<file path="config.mk">
export PLATFORM = sky130hd
export DESIGN_NAME = url_percent_decoder
export DESIGN_NICKNAME = d
export VERILOG_FILES = /design/src/rtl/upd_pkg.sv /design/src/rtl/url_percent_decoder.sv /design/src/rtl/upd_decode.sv /design/src/rtl/upd_outq.sv
export SDC_FILE = /design/constraint.sdc
export NUM_CORES = 1
export LEC_CHECK = 0
export BUFFER_PORTS_ARGS = -buffer_cell sky130_fd_sc_hd__clkbuf_2
export CAP_MARGIN = 20
export CORE_UTILIZATION = 45
export CTS_CLUSTER_DIAMETER = 80
export DETAILED_ROUTE_END_ITERATION = 6
export PLACE_DENSITY = 0.66
export SYNTH_ARGS = -nofsm -noshare
export SYNTH_HDL_FRONTEND = slang
export SYNTH_HIERARCHICAL = 1
export SYNTH_SLANG_ARGS = --single-unit
</file>
<file path="constraint.sdc">
create_clock -name clk -period 2.5 [get_ports clk]
set_clock_uncertainty 0.05 [all_clocks]
set_input_delay 0.125 -clock clk [delete_from_list [all_inputs] [get_ports clk]]
set_output_delay 0.125 -clock clk [all_outputs]
set_load 0.005 [all_outputs]
</file>
<file path="src/rtl/upd_pkg.sv">
// shared types, character constants and hex helpers for the url percent decoder
package upd_pkg;

  localparam int MAX_RESULTS = 3;
  localparam int CNT_W = $clog2(MAX_RESULTS + 1);

  localparam logic [7:0] CH_PERCENT = 8'h25;
  localparam logic [7:0] CH_PLUS    = 8'h2B;
  localparam logic [7:0] CH_SPACE   = 8'h20;
  localparam logic [7:0] CH_0       = 8'h30;
  localparam logic [7:0] CH_9       = 8'h39;
  localparam logic [7:0] CH_LA      = 8'h61;
  localparam logic [7:0] CH_LF      = 8'h66;
  localparam logic [7:0] CH_UA      = 8'h41;
  localparam logic [7:0] CH_UF      = 8'h46;

  typedef enum logic [2:0] {
    PEND_NONE = 3'b001,
    PEND_PCT  = 3'b010,
    PEND_HI   = 3'b100
  } pend_t;

  typedef struct packed {
    logic [7:0] data;
    logic       has_byte;
    logic       eoc;
  } upd_ent_t;

  typedef struct packed {
    logic [CNT_W-1:0]                 cnt;
    upd_ent_t [MAX_RESULTS-1:0]       ent;
  } upd_list_t;

  typedef struct packed {
    logic [CNT_W-1:0] cnt;
    logic             can_load;
  } upd_qstat_t;

  function automatic logic is_hex(input logic [7:0] ch);
    return ((ch >= CH_0) && (ch <= CH_9)) ||
           ((ch >= CH_LA) && (ch <= CH_LF)) ||
           ((ch >= CH_UA) && (ch <= CH_UF));
  endfunction

  function automatic logic [3:0] hex_val(input logic [7:0] ch);
    logic [7:0] d;
    d = 8'h00;
    if ((ch >= CH_0) && (ch <= CH_9)) begin
      d = ch - CH_0;
    end else if ((ch >= CH_LA) && (ch <= CH_LF)) begin
      d = ch - CH_LA + 8'd10;
    end else if ((ch >= CH_UA) && (ch <= CH_UF)) begin
      d = ch - CH_UA + 8'd10;
    end
    return d[3:0];
  endfunction

  function automatic logic [7:0] plain_map(input logic [7:0] ch);
    return (ch == CH_PLUS) ? CH_SPACE : ch;
  endfunction

  function automatic upd_ent_t mk_ent(input logic [7:0] ch);
    upd_ent_t e;
    e.data     = ch;
    e.has_byte = 1'b1;
    e.eoc      = 1'b0;
    return e;
  endfunction

endpackage

</file>
<file path="src/rtl/url_percent_decoder.sv">
// url percent decoder top level: decode stage feeding the result register
// latency: first result of a beat is valid the cycle after the beat is accepted
// throughput: one beat per cycle while each yields at most one result, out_stall low
// a beat's k results (up to three) stay in the result register until all are taken
// reset (synchronous, rst_n low) clears the escape state, held digit and the results
module url_percent_decoder
  import upd_pkg::*;
(
  input  logic       clk,
  input  logic       rst_n,
  input  logic       in_valid,
  output logic       in_stall,
  input  logic [7:0] in_byte,
  input  logic       in_last,
  output logic       out_valid,
  input  logic       out_stall,
  output logic [7:0] out_byte,
  output logic       out_has_byte,
  output logic       out_end_of_component
);

  upd_list_t  lst;
  upd_qstat_t stat;
  logic       fire;

  assign in_stall = !stat.can_load;
  assign fire     = in_valid && !in_stall;

  upd_decode u_decode (
    .clk     (clk),
    .rst_n   (rst_n),
    .fire    (fire),
    .in_byte (in_byte),
    .in_last (in_last),
    .lst     (lst)
  );

  upd_outq u_outq (
    .clk                  (clk),
    .rst_n                (rst_n),
    .load                 (fire),
    .lst                  (lst),
    .out_stall            (out_stall),
    .out_valid            (out_valid),
    .out_byte             (out_byte),
    .out_has_byte         (out_has_byte),
    .out_end_of_component (out_end_of_component),
    .stat                 (stat)
  );

  a_busy_stalls: assert property (@(posedge clk) disable iff (!rst_n)
    (stat.cnt > CNT_W'(1)) |-> in_stall)
    else $error("input accepted while several results still queued");

  a_bare_marker_ends: assert property (@(posedge clk) disable iff (!rst_n)
    (out_valid && !out_has_byte) |-> out_end_of_component)
    else $error("bare marker without end of component");

  a_drain_continues: assert property (@(posedge clk) disable iff (!rst_n)
    (out_valid && !out_stall && (stat.cnt > CNT_W'(1))) |=> out_valid)
    else $error("queued results lost");

  a_last_gives_result: assert property (@(posedge clk) disable iff (!rst_n)
    (fire && in_last) |=> out_valid)
    else $error("last beat produced no result");

endmodule

</file>
<file path="src/rtl/upd_decode.sv">
// escape state and per-beat decode into a short list of result entries
module upd_decode
  import upd_pkg::*;
(
  input  logic       clk,
  input  logic       rst_n,
  input  logic       fire,
  input  logic [7:0] in_byte,
  input  logic       in_last,
  output upd_list_t  lst
);

  pend_t      pend_r, pend_nxt;
  logic [7:0] held_r, held_nxt;

  always_comb begin
    logic       hex_b;
    logic       pl_hold;
    logic [7:0] pl_byte;
    logic [7:0] val;
    lst      = '0;
    pend_nxt = pend_r;
    held_nxt = held_r;
    hex_b    = is_hex(in_byte);
    pl_hold  = (in_byte == CH_PERCENT) && !in_last;
    pl_byte  = plain_map(in_byte);
    val      = {hex_val(held_r), hex_val(in_byte)};
    unique case (pend_r)
      PEND_PCT: begin
        if (hex_b && !in_last) begin
          pend_nxt = PEND_HI;
          held_nxt = in_byte;
        end else begin
          lst.ent[0] = mk_ent(CH_PERCENT);
          if (pl_hold) begin
            pend_nxt = PEND_PCT;
            lst.cnt  = CNT_W'(1);
          end else begin
            pend_nxt   = PEND_NONE;
            lst.ent[1] = mk_ent(pl_byte);
            lst.cnt    = CNT_W'(2);
          end
        end
      end
      PEND_HI: begin
        held_nxt = '0;
        pend_nxt = PEND_NONE;
        if (hex_b) begin
          if (val != 8'h00) begin
            lst.ent[0] = mk_ent(val);
            lst.cnt    = CNT_W'(1);
          end
        end else begin
          lst.ent[0] = mk_ent(CH_PERCENT);
          lst.ent[1] = mk_ent(held_r);
          if (pl_hold) begin
            pend_nxt = PEND_PCT;
            lst.cnt  = CNT_W'(2);
          end else begin
            lst.ent[2] = mk_ent(pl_byte);
            lst.cnt    = CNT_W'(3);
          end
        end
      end
      default: begin
        if (pl_hold) begin
          pend_nxt = PEND_PCT;
        end else begin
          pend_nxt   = PEND_NONE;
          lst.ent[0] = mk_ent(pl_byte);
          lst.cnt    = CNT_W'(1);
        end
      end
    endcase
    if (in_last) begin
      pend_nxt = PEND_NONE;
      held_nxt = '0;
      if (lst.cnt == '0) begin
        lst.ent[0] = '0;
        lst.cnt    = CNT_W'(1);
      end
      for (int i = 0; i < MAX_RESULTS; i++) begin
        if (CNT_W'(i) == lst.cnt - CNT_W'(1)) begin
          lst.ent[i].eoc = 1'b1;
        end
      end
    end
  end

  always_ff @(posedge clk) begin
    if (!rst_n) begin
      pend_r <= PEND_NONE;
      held_r <= '0;
    end else if (fire) begin
      pend_r <= pend_nxt;
      held_r <= held_nxt;
    end
  end

endmodule

</file>
<file path="src/rtl/upd_outq.sv">
// result register: holds one beat's entries and drains them one per cycle while out_stall is low
module upd_outq
  import upd_pkg::*;
(
  input  logic       clk,
  input  logic       rst_n,
  input  logic       load,
  input  upd_list_t  lst,
  input  logic       out_stall,
  output logic       out_valid,
  output logic [7:0] out_byte,
  output logic       out_has_byte,
  output logic       out_end_of_component,
  output upd_qstat_t stat
);

  logic [CNT_W-1:0]           cnt_r;
  upd_ent_t [MAX_RESULTS-1:0] ent_r;
  logic                       take;

  assign out_valid            = (cnt_r != '0);
  assign take                 = out_valid && !out_stall;
  assign out_byte             = ent_r[0].data;
  assign out_has_byte         = ent_r[0].has_byte;
  assign out_end_of_component = ent_r[0].eoc;

  assign stat.cnt      = cnt_r;
  assign stat.can_load = (cnt_r == '0) || ((cnt_r == CNT_W'(1)) && !out_stall);

  always_ff @(posedge clk) begin
    if (!rst_n) begin
      cnt_r <= '0;
    end else if (load) begin
      cnt_r <= lst.cnt;
    end else if (take) begin
      cnt_r <= cnt_r - CNT_W'(1);
    end
  end

  always_ff @(posedge clk) begin
    if (load) begin
      ent_r <= lst.ent;
    end else if (take) begin
      for (int i = 0; i < MAX_RESULTS - 1; i++) begin
        ent_r[i] <= ent_r[i+1];
      end
    end
  end

endmodule

</file>
==> out/results.md <==
| Parameter | Value | Unit |
|:---|:---|:---|
| Largest net degree at the start of global routing | 39 | - |
| Compound-cell area share of the yosys netlist | 16.4 | % |
| End point of the most critical hold path | u_decode/pend_r[0] | - |
| Syn. warnings | 6 | - |
| Async set-reset flop share out of synthesis | 0 | % |
| Headroom to the max-slew limit | 31.9 | % |
| Clk_lat worst skew | 0.29 | ns |
| Sequential element share of the synthesized area | 44.8 | % |
| Peak supply drop | 224 | uV |
| Antenna cell count | 0 | - |
| Power spent charging and discharging nets | 0.421 | mW |
| Worst setup EP type | flop | - |
| Startpoint of the most critical register-to-register path | u_decode/held_r[0] | - |
| Status | finished clean | - |
| Filler cell count in the final layout | 521 | - |
| Post-CTS repair timing setup buffer count | 0 | - |
| Worst endpoint data arrival time | 2.37 | ns |
| Number of maximum-capacitance constraint violations | 0 | - |
| Count of flip-flops with a built-in enable after synthesis | 30 | - |
| Final hold vios | 0 | - |
| Sw Ratio | 25.9 | % |
| Number of antenna violations at the first check in global routing | 0 | - |
| Power Internal | 1.20 | mW |
| Area added between synthesis and finish | 11.8 | % |
| Core region area | 5540 | um2 |
| DPL Wire Length | 3960 | um |
| Hold Crit Class | primary input to flop | - |
| End of the worst register-to-register path | u_outq/out_has_byte | - |
| Portion of netlist area occupied by mux cells | 9.46 | % |
| Power density over the cells | 560 | nW/um2 |
| Horizontal die dimension | 77.9 | um |
| Worst R2R Path Depth | 9 | - |
| Register bit total from synthesis | 43 | - |
| Startpoint Class | flop | - |
| Startpoint of the tightest hold check path | rst_n | - |
| Transition at the pin with the smallest max-transition slack | 1.02 | ns |
| Clock period minus worst slack | 2.37 | ns |
| Routed wire length | 5510 | um |
| Hold buffers post-CTS | 0 | - |
| Unique cell type count in the Yosys netlist | 55 | - |
| GRT Total Usage | 19.6 | % |
| Primary flip-flop cell chosen by synthesis mapping | sky130_fd_sc_hd__edfxtp_1 | - |
| Global-route wire length before repair | 9000 | um |
| Routed wire length per instance | 16.0 | um |
| Final Max Tran Viols | 0 | - |
| Detailed-router iteration count before antenna repair | 4 | - |
| Relative contribution of combinational cells to total power | 18.4 | % |
| Number of gates resized after cts | 0 | - |
| Area of combinational cells with multiple inputs | 1270 | um2 |
| Relative contribution of the clock network to total power | 26.5 | % |
| Post-route ant nets | 0 | - |
| Leakage power of the design | 1.13 | nW |
| Proportion of layout cells with a drive suffix above 1 | 27.6 | % |
| Net count of the finished layout | 293 | - |
| Area of the die | 6070 | um2 |
| Routed vias | 1,959 | - |
| Number of global-route vias before repair | 1,774 | - |
| CTS buffer count | 5 | - |
| Average cell area after synthesis | 10.5 | um2 |
| Hold Path Cell Cnt | 2 | - |
| Overall power after layout | 1.62 | mW |
| Last weighted congestion value of the routability-driven placer | 0.857 | - |
| H-Tree Depth | 2 | - |
| Final count of negative-setup-slack endpoints | 0 | - |
| Placement row count | 27 | - |
| Clock transition at the registers of the reported paths | 0.08 | ns |
| Worst slack on hold paths | 0.0427 | ns |
| Share of power burned in registers | 55.2 | % |
| Slack of the critical path | 0.134 | ns |
| Sink Count | 43 | - |
| Achievable frequency | 423 | MHz |
| Minimum setup slack among reg-to-reg paths | 0.13 | ns |
| Required time of the worst setup path | 2.50 | ns |
| Crit share post-route | 94.6 | % |
| Count of routing violations after the opening detailed-route iteration | 106 | - |
| Overflow left after global routing | 0 | - |
| Starting utilization of the core area | 46.8 | % |
| Cell Area, Synth | 2590 | um2 |
| Synthesized-area fraction occupied by adder cells | 4.34 | % |
| Post-Place Setup Slack | 0.0821 | ns |
| Sequential Area | 1160 | um2 |
| Count of buffers inserted at the top-level ports | 24 | - |
| Post-Synth Simple-Gate Area | 18.1 | % |
| Total negative slack | 0 | ns |
| Clk buf depth | 2 | - |
| Largest family of logic cells by synthesized area | simple AND/OR/NAND/NOR gates | - |
| Synth Area in XOR/XNOR | 0.338 | % |
| Number of vias per cell | 5.69 | - |
| Highest fanout seen on the critical path | 7 | - |
| Setup repair after global routing missed its margin | no | - |
| Post-synthesis cell count | 247 | - |
| TritonCTS clock tree | built | - |
| Boundary pin count | 25 | - |
| Clock root buffer master | sky130_fd_sc_hd__clkbuf_8 | - |
| Crit Path Category | flop to flop | - |
| Number of nets in the synthesized netlist | 269 | - |
| DRC errors left | 0 | - |
| Floorplan die height | 77.9 | um |
[power groups by stage]
stage / Combinational (mW) / Sequential, mW / Clock [mW]
2_1_floorplan: 0.225 / 0.906 / 0
3_3_place_gp: 0.294 / 0.910 / 0
3_5_place_dp: 0.300 / 0.915 / 0
4_1_cts: 0.302 / 0.899 / 0.445
5_1_grt: 0.329 / 0.906 / 0.474
6_report: 0.299 / 0.896 / 0.430
[layout by cell type (no fill, tap or decap), types with 5 or more instances in the layout]
master                      n
sky130_fd_sc_hd__inv_1     11
sky130_fd_sc_hd__o21ai_0    7
sky130_fd_sc_hd__o211ai_1   5
sky130_fd_sc_hd__mux2_2    17
sky130_fd_sc_hd__nor2_1    19
sky130_fd_sc_hd__clkbuf_8   5
sky130_fd_sc_hd__dfxtp_1   13
sky130_fd_sc_hd__edfxtp_1  30
sky130_fd_sc_hd__a21oi_1    7
sky130_fd_sc_hd__and2_1     6
sky130_fd_sc_hd__nor2b_1    5
sky130_fd_sc_hd__a22o_1    11
sky130_fd_sc_hd__buf_4     14
sky130_fd_sc_hd__clkbuf_2  24
sky130_fd_sc_hd__ha_1       9
sky130_fd_sc_hd__nand2_1   15
[worst max-delay path by stage]
stage | to | from | slack [ns]
after floorplan | u_outq/ent_r[10] | u_outq/cnt_r[0] | 0.16
after global placement | u_outq/ent_r[18] | in_byte[0] | 0.13
after detailed placement | u_outq/ent_r[18] | in_byte[0] | 0.08
after CTS | u_outq/ent_r[18] | u_decode/pend_r[2] | 0.12
after global routing | u_outq/out_has_byte | u_decode/held_r[1] | 0.02
final | u_outq/out_has_byte | u_decode/held_r[0] | 0.13
[cell families (layout without fill, tap and decap cells)]
kind of cell,after synthesis,count (layout)
AO/OA/AOI/OAI,59,59
XOR/XNOR,1,1
adder cells (fa/ha/maj),9,9
buffers and inverters,34,59
flip-flops,43,43
multiplexers,22,22
AND/OR/NAND/NOR,79,79
[worst max-delay path: stages (launching register included)]
cell and delay (ns):
sky130_fd_sc_hd__dfxtp_1 0.47, sky130_fd_sc_hd__inv_1 0.11, sky130_fd_sc_hd__ha_1 0.22, sky130_fd_sc_hd__o21bai_1 0.16, sky130_fd_sc_hd__a21oi_1 0.12, sky130_fd_sc_hd__a21oi_1 0.22, sky130_fd_sc_hd__o21ai_1 0.11, sky130_fd_sc_hd__nor4_2 0.33
sky130_fd_sc_hd__nor2_1 0.08, sky130_fd_sc_hd__mux2_2 0.26
[metrics by stage]
step | area, um2 | cells | util [%]
after floorplan | 2600 | 247 | -
after global placement | 2800 | 335 | 50.6
after detailed placement | 2800 | 335 | 50.6
after CTS | 2890 | 343 | 52.1
after global routing | 2900 | 344 | 52.3
final | 2900 | 344 | 52.3
[flip-flops by register name, summed over array words and instances, names as in the netlist]
name / cells
u_outq/out_end_of_component: 1
u_outq/out_has_byte: 1
u_outq/out_byte: 8
u_decode/pend_r: 3
u_outq/ent_r: 20
u_outq/cnt_r: 2
u_decode/held_r: 8
[per-layer routing]
layer	vias up	global-route usage [%]	routed length, um
li1	961	-	-
met1	928	27.4	2650
met2	66	29.6	2500
met3	4	4.00	296
met4	0	7.41	72
met5	-	0	0
[cell usage after synthesis (5+ instances only)]
cell	count	area share, %
sky130_fd_sc_hd__mux2_2	17	7.4
sky130_fd_sc_hd__dfxtp_1	13	10
sky130_fd_sc_hd__a21oi_1	7	1.4
sky130_fd_sc_hd__o21ai_0	8	1.5
sky130_fd_sc_hd__clkbuf_1	8	1.2
sky130_fd_sc_hd__and2_1	6	1.4
sky130_fd_sc_hd__edfxtp_1	30	35
sky130_fd_sc_hd__ha_1	9	4.3
sky130_fd_sc_hd__a22o_1	11	3.7
sky130_fd_sc_hd__nor2b_1	5	1.2
sky130_fd_sc_hd__inv_1	11	1.6
sky130_fd_sc_hd__nor2_1	19	2.8
sky130_fd_sc_hd__nand2_1	15	2.2
sky130_fd_sc_hd__o211ai_1	5	1.4
sky130_fd_sc_hd__nor3b_1	5	1.4
sky130_fd_sc_hd__buf_4	10	2.9
[layout make-up]
cell class              count  area share [%]
multi-input cells         170            43.8
well taps                  72            3.11
inverters                  11            1.42
flip-flops and latches     43            40.1
repair buffers             40            8.72
clock buffers               6            2.50
clock inverters             2           0.432
Power figures use the tool's default switching activity.
